`src/hw/rtl/stt_pkg.sv`:
```
// Types and constants of the software timer table.
`timescale 1ns / 1ps

package stt_pkg;

  localparam int SLOTS       = 16;
  localparam int TIME_BITS   = 32;
  localparam int MAX_RESULTS = 16;
  localparam int SLOT_W      = (SLOTS > 1) ? $clog2(SLOTS) : 1;
  localparam int CNT_W       = $clog2(MAX_RESULTS + 1);

  // Field widths on the ports.
  localparam int KIND_W     = 2;
  localparam int STATUS_W   = 2;
  localparam int SLOT_FLD_W = 4;
  localparam int MS_W       = 32;
  localparam int IN_DATA_W  = 72;
  localparam int OUT_DATA_W = 40;

  typedef logic [TIME_BITS-1:0] tval_t;
  typedef logic [SLOT_W-1:0]    slot_t;

  typedef enum logic [KIND_W-1:0] {
    KIND_TICK     = 2'd0,
    KIND_SCHEDULE = 2'd1,
    KIND_CANCEL   = 2'd2,
    KIND_CLEAR    = 2'd3
  } kind_e;

  typedef enum logic [STATUS_W-1:0] {
    ST_FIRED     = 2'd0,
    ST_SCHEDULED = 2'd1,
    ST_FULL      = 2'd2,
    ST_DONE      = 2'd3
  } status_e;

  typedef enum logic [1:0] {
    S_IDLE = 2'd0,
    S_READ = 2'd1,
    S_EVAL = 2'd2,
    S_DONE = 2'd3
  } state_e;

  // One timer entry of the memory.
  typedef struct packed {
    logic  repeat_en;
    tval_t interval;
    tval_t deadline;
    tval_t launch;
  } entry_t;

endpackage

```
`src/hw/rtl/software_timer_table.sv`:
```
// Software timer table: a memory of timers, scanned in slot order on each tick.
// Schedule, cancel and clear give their single result in the cycle after the transaction.
// A tick reads each live slot from the memory, then evaluates and writes it back; a free
// slot is only checked and skipped. The evaluate step waits while the result port stalls.
// Reset clears all valid flip-flops at once; the memory itself needs no clearing pass.
`timescale 1ns / 1ps

module software_timer_table (
  input  logic                            clk_i,
  input  logic                            rst_ni,
  input  logic                            s_axis_tvalid_i,
  output logic                            s_axis_tready_o,
  // [31:0] now_ms, [63:32] interval_ms, [64] repeat_req, [68:65] target_slot
  input  logic [stt_pkg::IN_DATA_W-1:0]   s_axis_tdata_i,
  // [1:0] kind
  input  logic [stt_pkg::KIND_W-1:0]      s_axis_tuser_i,
  output logic                            m_axis_tvalid_o,
  input  logic                            m_axis_tready_i,
  // [3:0] slot, [35:4] elapsed_ms
  output logic [stt_pkg::OUT_DATA_W-1:0]  m_axis_tdata_o,
  // [1:0] status
  output logic [stt_pkg::STATUS_W-1:0]    m_axis_tuser_o,
  output logic                            m_axis_tlast_o
);

  localparam stt_pkg::slot_t LastSlot = stt_pkg::SLOT_W'(stt_pkg::SLOTS - 1);

  // Control registers.
  stt_pkg::state_e              state_q, state_d;
  stt_pkg::slot_t               idx_q, idx_d;
  logic [stt_pkg::CNT_W-1:0]    cnt_q, cnt_d;
  logic [stt_pkg::SLOTS-1:0]    valid_q, valid_d;
  logic                         pend_v_q, pend_v_d;
  logic                         m_valid_q, m_valid_d;

  // Payload registers.
  stt_pkg::tval_t               now_q, now_d;
  stt_pkg::slot_t               pend_slot_q, pend_slot_d;
  stt_pkg::tval_t               pend_el_q, pend_el_d;
  stt_pkg::status_e             out_status_q, out_status_d;
  logic [stt_pkg::SLOT_FLD_W-1:0] out_slot_q, out_slot_d;
  logic [stt_pkg::MS_W-1:0]     out_el_q, out_el_d;
  logic                         out_last_q, out_last_d;

  // Memory port signals.
  stt_pkg::entry_t              mem [stt_pkg::SLOTS];
  stt_pkg::entry_t              rdata_q;
  stt_pkg::entry_t              wr_data;
  stt_pkg::slot_t               wr_addr;
  logic                         wr_en;
  logic                         rd_en;

  // Input field decode.
  stt_pkg::kind_e               in_kind;
  stt_pkg::tval_t               in_now;
  stt_pkg::tval_t               in_ival;
  logic                         in_rep;
  logic [stt_pkg::SLOT_FLD_W-1:0] in_tgt;
  logic                         in_accept;
  logic                         out_free;

  // Lowest free slot search and tick evaluation.
  stt_pkg::slot_t               free_slot;
  logic                         free_found;
  stt_pkg::tval_t               diff;
  logic                         fire;
  logic                         stall;
  logic                         idx_last;

  assign in_kind   = stt_pkg::kind_e'(s_axis_tuser_i);
  assign in_now    = stt_pkg::tval_t'(s_axis_tdata_i[31:0]);
  assign in_ival   = stt_pkg::tval_t'(s_axis_tdata_i[63:32]);
  assign in_rep    = s_axis_tdata_i[64];
  assign in_tgt    = s_axis_tdata_i[68:65];

  assign out_free        = !m_valid_q || m_axis_tready_i;
  assign s_axis_tready_o = (state_q == stt_pkg::S_IDLE) && out_free;
  assign in_accept       = s_axis_tvalid_i && s_axis_tready_o;

  always_comb begin
    free_slot  = '0;
    free_found = 1'b0;
    for (int i = stt_pkg::SLOTS - 1; i >= 0; i--) begin
      if (!valid_q[i]) begin
        free_slot  = stt_pkg::SLOT_W'(i);
        free_found = 1'b1;
      end
    end
  end

  // Deadline is strictly passed when the wrapped difference is positive.
  assign diff     = now_q - rdata_q.deadline;
  assign fire     = (diff != '0) && !diff[stt_pkg::TIME_BITS-1] &&
                    (cnt_q < stt_pkg::CNT_W'(stt_pkg::MAX_RESULTS));
  assign stall    = fire && pend_v_q && !out_free;
  assign idx_last = (idx_q == LastSlot);

  // Next state.
  always_comb begin
    state_d = state_q;
    case (state_q)
      stt_pkg::S_IDLE: begin
        if (in_accept && in_kind == stt_pkg::KIND_TICK) state_d = stt_pkg::S_READ;
      end
      stt_pkg::S_READ: begin
        if (valid_q[idx_q]) state_d = stt_pkg::S_EVAL;
        else if (idx_last)  state_d = stt_pkg::S_DONE;
      end
      stt_pkg::S_EVAL: begin
        if (!stall) state_d = idx_last ? stt_pkg::S_DONE : stt_pkg::S_READ;
      end
      stt_pkg::S_DONE: begin
        if (out_free) state_d = stt_pkg::S_IDLE;
      end
      default: state_d = stt_pkg::S_IDLE;
    endcase
  end

  // Datapath and memory control.
  always_comb begin
    idx_d        = idx_q;
    cnt_d        = cnt_q;
    valid_d      = valid_q;
    pend_v_d     = pend_v_q;
    pend_slot_d  = pend_slot_q;
    pend_el_d    = pend_el_q;
    now_d        = now_q;
    m_valid_d    = m_valid_q && !m_axis_tready_i;
    out_status_d = out_status_q;
    out_slot_d   = out_slot_q;
    out_el_d     = out_el_q;
    out_last_d   = out_last_q;
    rd_en        = 1'b0;
    wr_en        = 1'b0;
    wr_addr      = idx_q;
    wr_data      = rdata_q;

    case (state_q)
      stt_pkg::S_IDLE: begin
        if (in_accept) begin
          out_el_d   = '0;
          out_last_d = 1'b1;
          out_slot_d = '0;
          case (in_kind)
            stt_pkg::KIND_TICK: begin
              m_valid_d = 1'b0;
              idx_d     = '0;
              cnt_d     = '0;
              pend_v_d  = 1'b0;
              now_d     = in_now;
            end
            stt_pkg::KIND_SCHEDULE: begin
              m_valid_d = 1'b1;
              if (free_found) begin
                valid_d[free_slot] = 1'b1;
                wr_en              = 1'b1;
                wr_addr            = free_slot;
                wr_data.repeat_en  = in_rep;
                wr_data.interval   = in_ival;
                wr_data.deadline   = in_now + in_ival;
                wr_data.launch     = in_now;
                out_status_d       = stt_pkg::ST_SCHEDULED;
                out_slot_d         = stt_pkg::SLOT_FLD_W'(free_slot);
              end else begin
                out_status_d = stt_pkg::ST_FULL;
              end
            end
            stt_pkg::KIND_CANCEL: begin
              m_valid_d    = 1'b1;
              if (32'(in_tgt) < 32'(stt_pkg::SLOTS)) begin
                valid_d[stt_pkg::SLOT_W'(in_tgt)] = 1'b0;
              end
              out_status_d = stt_pkg::ST_DONE;
              out_slot_d   = in_tgt;
            end
            default: begin
              m_valid_d    = 1'b1;
              valid_d      = '0;
              out_status_d = stt_pkg::ST_DONE;
            end
          endcase
        end
      end

      stt_pkg::S_READ: begin
        if (valid_q[idx_q]) begin
          rd_en = 1'b1;
        end else if (!idx_last) begin
          idx_d = idx_q + stt_pkg::SLOT_W'(1);
        end
      end

      stt_pkg::S_EVAL: begin
        if (!stall) begin
          if (!idx_last) idx_d = idx_q + stt_pkg::SLOT_W'(1);
          if (fire) begin
            // Re-arm a periodic timer, free a one-shot timer.
            wr_en          = 1'b1;
            wr_data.launch = now_q;
            if (rdata_q.repeat_en) wr_data.deadline = now_q + rdata_q.interval;
            valid_d[idx_q] = rdata_q.repeat_en;
            // The held firing is not the final one: send it on.
            if (pend_v_q) begin
              m_valid_d    = 1'b1;
              out_status_d = stt_pkg::ST_FIRED;
              out_slot_d   = stt_pkg::SLOT_FLD_W'(pend_slot_q);
              out_el_d     = stt_pkg::MS_W'(pend_el_q);
              out_last_d   = 1'b0;
            end
            pend_v_d    = 1'b1;
            pend_slot_d = idx_q;
            pend_el_d   = now_q - rdata_q.launch;
            cnt_d       = cnt_q + stt_pkg::CNT_W'(1);
          end
        end
      end

      stt_pkg::S_DONE: begin
        if (out_free) begin
          m_valid_d  = 1'b1;
          out_last_d = 1'b1;
          pend_v_d   = 1'b0;
          if (pend_v_q) begin
            out_status_d = stt_pkg::ST_FIRED;
            out_slot_d   = stt_pkg::SLOT_FLD_W'(pend_slot_q);
            out_el_d     = stt_pkg::MS_W'(pend_el_q);
          end else begin
            out_status_d = stt_pkg::ST_DONE;
            out_slot_d   = '0;
            out_el_d     = '0;
          end
        end
      end

      default: ;
    endcase
  end

  // Control registers.
  always_ff @(posedge clk_i or negedge rst_ni) begin
    if (!rst_ni) begin
      state_q   <= stt_pkg::S_IDLE;
      idx_q     <= '0;
      cnt_q     <= '0;
      valid_q   <= '0;
      pend_v_q  <= 1'b0;
      m_valid_q <= 1'b0;
    end else begin
      state_q   <= state_d;
      idx_q     <= idx_d;
      cnt_q     <= cnt_d;
      valid_q   <= valid_d;
      pend_v_q  <= pend_v_d;
      m_valid_q <= m_valid_d;
    end
  end

  // Payload registers.
  always_ff @(posedge clk_i) begin
    now_q        <= now_d;
    pend_slot_q  <= pend_slot_d;
    pend_el_q    <= pend_el_d;
    out_status_q <= out_status_d;
    out_slot_q   <= out_slot_d;
    out_el_q     <= out_el_d;
    out_last_q   <= out_last_d;
  end

  // Timer memory: one write port, one read port with registered data.
  always_ff @(posedge clk_i) begin
    if (wr_en) mem[wr_addr] <= wr_data;
    if (rd_en) rdata_q <= mem[idx_q];
  end

  assign m_axis_tvalid_o = m_valid_q;
  assign m_axis_tdata_o  = {out_el_q, out_slot_q};
  assign m_axis_tuser_o  = out_status_q;
  assign m_axis_tlast_o  = out_last_q;

endmodule

```
`config.mk`:
```
export PLATFORM = sky130hd
export DESIGN_NAME = software_timer_table
export DESIGN_NICKNAME = d
export VERILOG_FILES = /design/src/hw/rtl/stt_pkg.sv /design/src/hw/rtl/software_timer_table.sv
export SDC_FILE = /design/constraint.sdc
export NUM_CORES = 2
export LEC_CHECK = 0
export ABC_AREA = 1
export BUFFER_PORTS_ARGS = -buffer_cell sky130_fd_sc_hd__buf_2
export CAP_MARGIN = 10
export CORE_MARGIN = 4
export CORE_UTILIZATION = 45
export CTS_BUF_LIST = sky130_fd_sc_hd__clkbuf_4 sky130_fd_sc_hd__clkbuf_8
export DETAILED_ROUTE_END_ITERATION = 7
export GPL_TIMING_DRIVEN = 1
export SLEW_MARGIN = 30
export SYNTH_ARGS = -nofsm -noshare
export SYNTH_HDL_FRONTEND = slang
export SYNTH_SLANG_ARGS = --single-unit
```
`constraint.sdc`:
```
create_clock -name clk_i -period 22.2 [get_ports clk_i]
set_clock_uncertainty 0.05 [all_clocks]
set_input_delay 1.11 -clock clk_i [delete_from_list [all_inputs] [get_ports clk_i]]
set_output_delay 1.11 -clock clk_i [all_outputs]
set_load 0.03 [all_outputs]
```
-- After elaboration in Yosys (flattened, before gate mapping)
Memory sizes are Yosys's and may differ from the RTL's. A register that Yosys moved wholly into a read port is not among the register bits.
Index checks and enable logic that the tools add are counted.
- bits in registers: 136
- memory bits (writable): 1552
- input port bits: 78
- output and inout port bits: 45
- logic and storage cells: 210
- memories kept: 1
- memories (name ; words ; bits a word ; rd ports ; clocked after memory_dff ; wr ports ; RTL line ; RTL):
    mem ; 16 ; 97 ; 1 ; 1 ; 1 ; software_timer_table.sv:46 ; stt_pkg::entry_t mem [stt_pkg::SLOTS];
- add/sub/neg operators: 6
- magnitude comparators: 7
- eq/ne operators: 17
- muxes and demuxes: 131
- bitwise gates (word level): 4
- reduce and logical (&&, ||, !) cells: 31
- operator list (cell ; count):
    $mux W97 ; 3
    $mux W32 ; 7
    $mux W4 ; 32
    $mux W64 ; 2
    $pmux W64 S2 ; 1
    $pmux W32 S3 ; 1
    $add A32 B32 Y32 ; 2
    $mux W16 ; 4
    $sub A32 B32 Y32 ; 2
    $pmux W16 S3 ; 1
    $mux W1 ; 45
    $mux W33 ; 1
    $pmux W16 S2 ; 1
    $reduce_bool A32 Y1 ; 1
    $mux W2 ; 13
    $pmux W4 S3 ; 2
    $mux W5 ; 4
    $reduce_and A6 Y1 ; 3
    $and A16 B16 Y16 ; 1
    $bwmux W16 ; 1
    $not A16 Y16 ; 1
    $or A16 B16 Y16 ; 1
    $lt A4 B5 Y1 const B ; 3
    $ne A2 B2 Y1 const B ; 7
    other kinds (29) ; 57

-- Depth between registers and ports, before layout
- depth in word-level cells: 25
- depth in mapped cells: 26
- depth with buffers taken out: 26

-- Worst setup path before layout
No wires, ideal clock.
- path type: input port to flip-flop
- from: input m_axis_tready_i
- to: memory mem[2][0] (netlist bit), enable pin
- setup time: 554 ps
- data arrival time: 6740 ps
- required time: 21596 ps
- slack: 14856 ps
- stages on the path: 10
- buffers on the path: 2
- cell sequence: nor2_1 > nor2_1 > nand2_1 > nor2_1 > buf_2 > buf_2 > o22ai_1 > inv_1 > nand2_1 > nor2_1
- word-level cells in the longest chain between the ends: 7
- elaborated cells between the ends (all ways): 12
- those cells by class: 7 x mux; 5 x reduce/logical
- RTL lines (element ; RTL line ; RTL):
    from (decl) ; software_timer_table.sv:18 ; input logic m_axis_tready_i,
    $logic_or A1 B1 Y1 * ; software_timer_table.sv:76 ; assign out_free = !m_valid_q || m_axis_tready_i;
    $logic_and A1 B1 Y1 * ; software_timer_table.sv:77 ; assign s_axis_tready_o = (state_q == stt_pkg::S_IDLE) && out_free;
    named net s_axis_tready_o ; software_timer_table.sv:12 ; output logic s_axis_tready_o,
    $logic_and A1 B1 Y1 * ; software_timer_table.sv:78 ; assign in_accept = s_axis_tvalid_i && s_axis_tready_o;
    $mux W1 ; software_timer_table.sv:140 ; if (in_accept) begin
    $pmux W1 S2 ; software_timer_table.sv:138 ; case (state_q)
    $mux W1 ; software_timer_table.sv:271 ; if (wr_en) mem[wr_addr] <= wr_data;
    $mux W1 (not written as such) ; software_timer_table.sv:271 ;
    to (decl) ; software_timer_table.sv:46 ;
The timed path passes the listed nets; every way through them passes the cells marked *.

-- Worst setup path after layout
- from: register now_q[1]
- to: memory mem[11][50] (netlist bit), enable pin
- word-level cells in the longest chain between the ends: 10
- elaborated cells between the ends (all ways): 12
- those cells by class: 1 x add/sub; 5 x mux; 6 x reduce/logical
- RTL lines (element ; RTL line ; RTL):
    from (decl) ; software_timer_table.sv:37 ; stt_pkg::tval_t now_q, now_d;
    from (signal assigned) ; software_timer_table.sv:260 ; now_q <= now_d;
    $sub A32 B32 Y32 * ; software_timer_table.sv:92 ; assign diff = now_q - rdata_q.deadline;
    $reduce_bool A32 Y1 or $logic_not A1 Y1 (tied branches) ; software_timer_table.sv:93 ; assign fire = (diff != '0) && !diff[stt_pkg::TIME_BITS-1] &&
    $logic_and A1 B1 Y1 * (2 in a row) ; software_timer_table.sv:93 ;
    $logic_and A1 B1 Y1 (2 in a row) ; software_timer_table.sv:95 ; assign stall = fire && pend_v_q && !out_free;
    $mux W1 * ; software_timer_table.sv:194 ; if (!stall) begin
    $pmux W1 S2 * ; software_timer_table.sv:138 ;
    $mux W1 * ; software_timer_table.sv:271 ;
    $mux W1 (not written as such) * ; software_timer_table.sv:271 ;
Every way passes the cells marked *; elsewhere a longest branch is shown, timed or not.

==> flow_summary.toml <==
[worst_setup_path]
slowest_delay_ns = 0.60
reg2reg_slack_ns = 15.66
worstSetupPathType = "reg2reg"
slowest_stage = "buf_4"
rr_endpoint = "mem[11][50]"
cpMostUsedCell = "nand2_1"
cp_data_arrival_time_ns = 7.12
critPathMaxFanout = 34
cp_cell_sequence = "inv_1 -> fa_1 -> inv_1 -> nand3_1 -> nand2_1 -> nand2_1 -> nand2_1 -> nand2_1 -> nand3_1 -> nand2_1 -> inv_1 -> nand2_1 -> nor2_1 -> nand3_1 -> nor2_1 -> nand2_2 -> nand4_2 -> nand3_4 -> nand2_2 -> nand3_1 -> nor2_4 -> buf_4 -> buf_4"
cp_data_required_time_ns = 22.78
worstRegToRegCells = 23
rr_startpoint = "now_q[1]"
cp-end-kind = "register"
critPathLaunchType = "register"

[yosys]
synth-xor-area-share_pct = 0.874
syn_inst = 7167
synth_simple_gate_area_share_pct = 13.6
synth_most_common_cell = "edfxtp_1"
synth_flop_cell = "edfxtp_1"
synthArstFlopShare_pct = 1.62
synth-compound-area-share_pct = 11.8
ys_seq_elements = 1785
yosysTopAreaCellShare_pct = 66.6
synth_edf_count = 1756
seq_area_frac_synth_pct = 67.5
yosys.area.top_type = "edfxtp_1"
synth.area.mux_share_pct = 0
synth_top_family_by_area = "simple AND/OR/NAND/NOR gates"
synthAdderAreaFrac_pct = 2.25
yosys_warnings = 0
syn_area_per_cell_um2 = 11.0
netlist_area_um2 = 79200
synth_cell_types = 55
yosys-top-cells-count = "edfxtp_1, nand2_1, nor2_1"
synthTopCellsByArea = "edfxtp_1, o21ai_0, nand2_1"

[timing]
fmax_mhz = 153
hold_viol_final = 0
fin_crit_sh_pct = 29.5
setup_viol = 0
grt_setup_unrepaired = "false"
worstMarginPinSlew_ns = 1.07
relSlewSlack_pct = 29.0
final-max-slew-violation-count = 0
period_needed_ns = 6.54
setup_tns_ns = 0

[cts]
cts_max_level = 5
cts_max_path_buffers = 4
cts_tree = "done"
post_cts_buffers = 0
clk_latency_ns = 1.05
cts.sinks = 1785
ctsResizeCount = 0
cts_hold_buffers = 0
clk_pin_slew_ns = 0.06
cts-root-buf = "clkbuf_8"
cts_buffers = 309

[floorplan]
core_um2 = 174000
io_pins = 123
placementRows = 153
die_area_um2 = 183000
dieWidth_um = 427
die_y_um = 427
start_util_pct = 45.4

[drt]
drt_iter0_drc = 6478
vias_per_cell = 5.81
first_pass_iters = 6
post_drt_wl_per_cell_um = 25.2
antenna_left = 0
dr_total_vias = 57300
drc_errors = 0
routed_wl_mm = 249

[pwr]
p_switching_mw = 4.12
max-vdd-ir-drop_mv = 0.0724
pwr-share-clk_pct = 25.7
power_density_nw_per_um2 = 126
pwr-share-comb_pct = 31.7
p_leak_nw = 31.4
p_sw_share_pct = 37.1
seqPwrFrac_pct = 42.6
internal_power_mw = 6.97

[global_route]
grt_util_all_layers_pct = 26.7
antenna_found_initial = 12
grt_max_degree = 168
grt_pass1_wl_mm = 360
grt_overflow = 0
grt_pass1_vias = 53300

[placement]
dpl.hpwl_mm = 143
numPortBuffers = 115
gp_congestion = 0.940

[finish]
area_delta_synth_final_pct = 11.2
utilization_pct = 50.5
layout-drive-gt1-share_pct = 10.1
nets = 7541

[status]
status = "complete, no violations"

[job]
maxCapViolCount = 0

[min_path]
hold_path_class = "in2async"
cell type report:
type / instances / area [um^2]
Antenna cell: 8 / 20.0
Clock buffer: 408 / 5050
Clock inverter: 113 / 651
Fill cell: 15500 / 86400
Inverter: 425 / 1620
Multi-Input combinational cell: 4581 / 22800
Sequential cell: 1785 / 53500
Tap cell: 2325 / 2910
Timing Repair Buffer: 221 / 1480
flip-flops by register name (all words and copies together) (netlist names):
signal and count:
pend_v_q 1, now_q 32, m_axis_tuser_o 2, valid_q 16, m_axis_tvalid_o 1, pend_slot_q 4
cnt_q 5, rdata_q 97, m_axis_tlast_o 1, out_el_q 32, state_q 2, out_slot_q 4
pend_el_q 32, idx_q 4, mem 1552
power groups by stage:
stage / Combinational, mW / Clock [mW] / Sequential, mW
6_report: 3.52 / 2.85 / 4.73
2_1_floorplan: 2.20 / 0 / 4.81
3_3_place_gp: 3.40 / 0 / 4.79
4_1_cts: 3.46 / 2.89 / 4.73
3_5_place_dp: 3.45 / 0 / 4.80
5_1_grt: 3.84 / 3.06 / 4.75
metal layers:
layer  wire length (um)  share of wire (%)  vias up  track usage [%]
met5                  0                  0        -                0
met4              10700                4.3        0             11.4
met3              21600                8.7      494             4.62
met2             113000                 45     2710             41.2
met1             104000                 42    28100             37.4
li1                   -                  -    26000                -
per-stage QoR:
step	power, mW	instances	setup slack (ns)	area (um^2)	hold slack, ns
final	11.1	9866	15.66	88000	0.0858
after global routing	11.7	9864	15.30	88000	0.0935
after CTS	11.1	9857	15.66	87900	0.0237
after detailed placement	8.25	9336	15.68	82200	0.469
after global placement	8.19	9333	15.74	82200	0.444
after floorplan	7.01	7170	14.86	79200	0.373
critical path: cells and delay by family, from the launching register on:
family,cells,cell delay [ns]
adder cells (fa/ha/maj),1,0.50
buffers and inverters,5,1.57
flip-flops,1,0.56
AND/OR/NAND/NOR,17,3.38
how the worst max path moves through the flow:
| stage | start | to | slack [ns] |
|---|---|---|---|
| after floorplan | m_axis_tready_i | mem[2][0] | 14.86 |
| after CTS | now_q[1] | mem[11][61] | 15.66 |
| after global placement | now_q[1] | mem[15][10] | 15.74 |
| final | now_q[1] | mem[11][50] | 15.66 |
| after detailed placement | now_q[1] | mem[11][9] | 15.68 |
| after global routing | now_q[1] | mem[11][61] | 15.30 |
placed cells by master, fill, tap and decap left out, drive strengths merged, types with 5 or more instances in the layout:
master    instances
edfxtp         1756
a21boi           10
o211ai            5
o22ai           399
a21o             10
dfrtp            29
nand2          1221
clkbuf          408
ha              136
nor3             21
o21a             11
nand3           150
clkinv          105
nand3b           10
bufinv            6
nand4           167
o21ai          1050
xor2             43
a211oi            6
buf             221
nor2           1051
inv             421
a21oi           178
diode             8
or2               6
o21bai           15
xnor2            36
a22oi             8
a31oi            19
clkinvlp          6
cells by family (layout without fill, tap and decap cells):
kind of cell | count (synthesis) | in the layout
adder cells (fa/ha/maj) | 140 | 140
XOR/XNOR | 79 | 79
buffers and inverters | 804 | 1167
flip-flops | 1785 | 1785
other | 1 | 12
AO/OA/AOI/OAI | 1724 | 1724
AND/OR/NAND/NOR | 2634 | 2634
No activity file was read; power rests on OpenSTA's default activity.
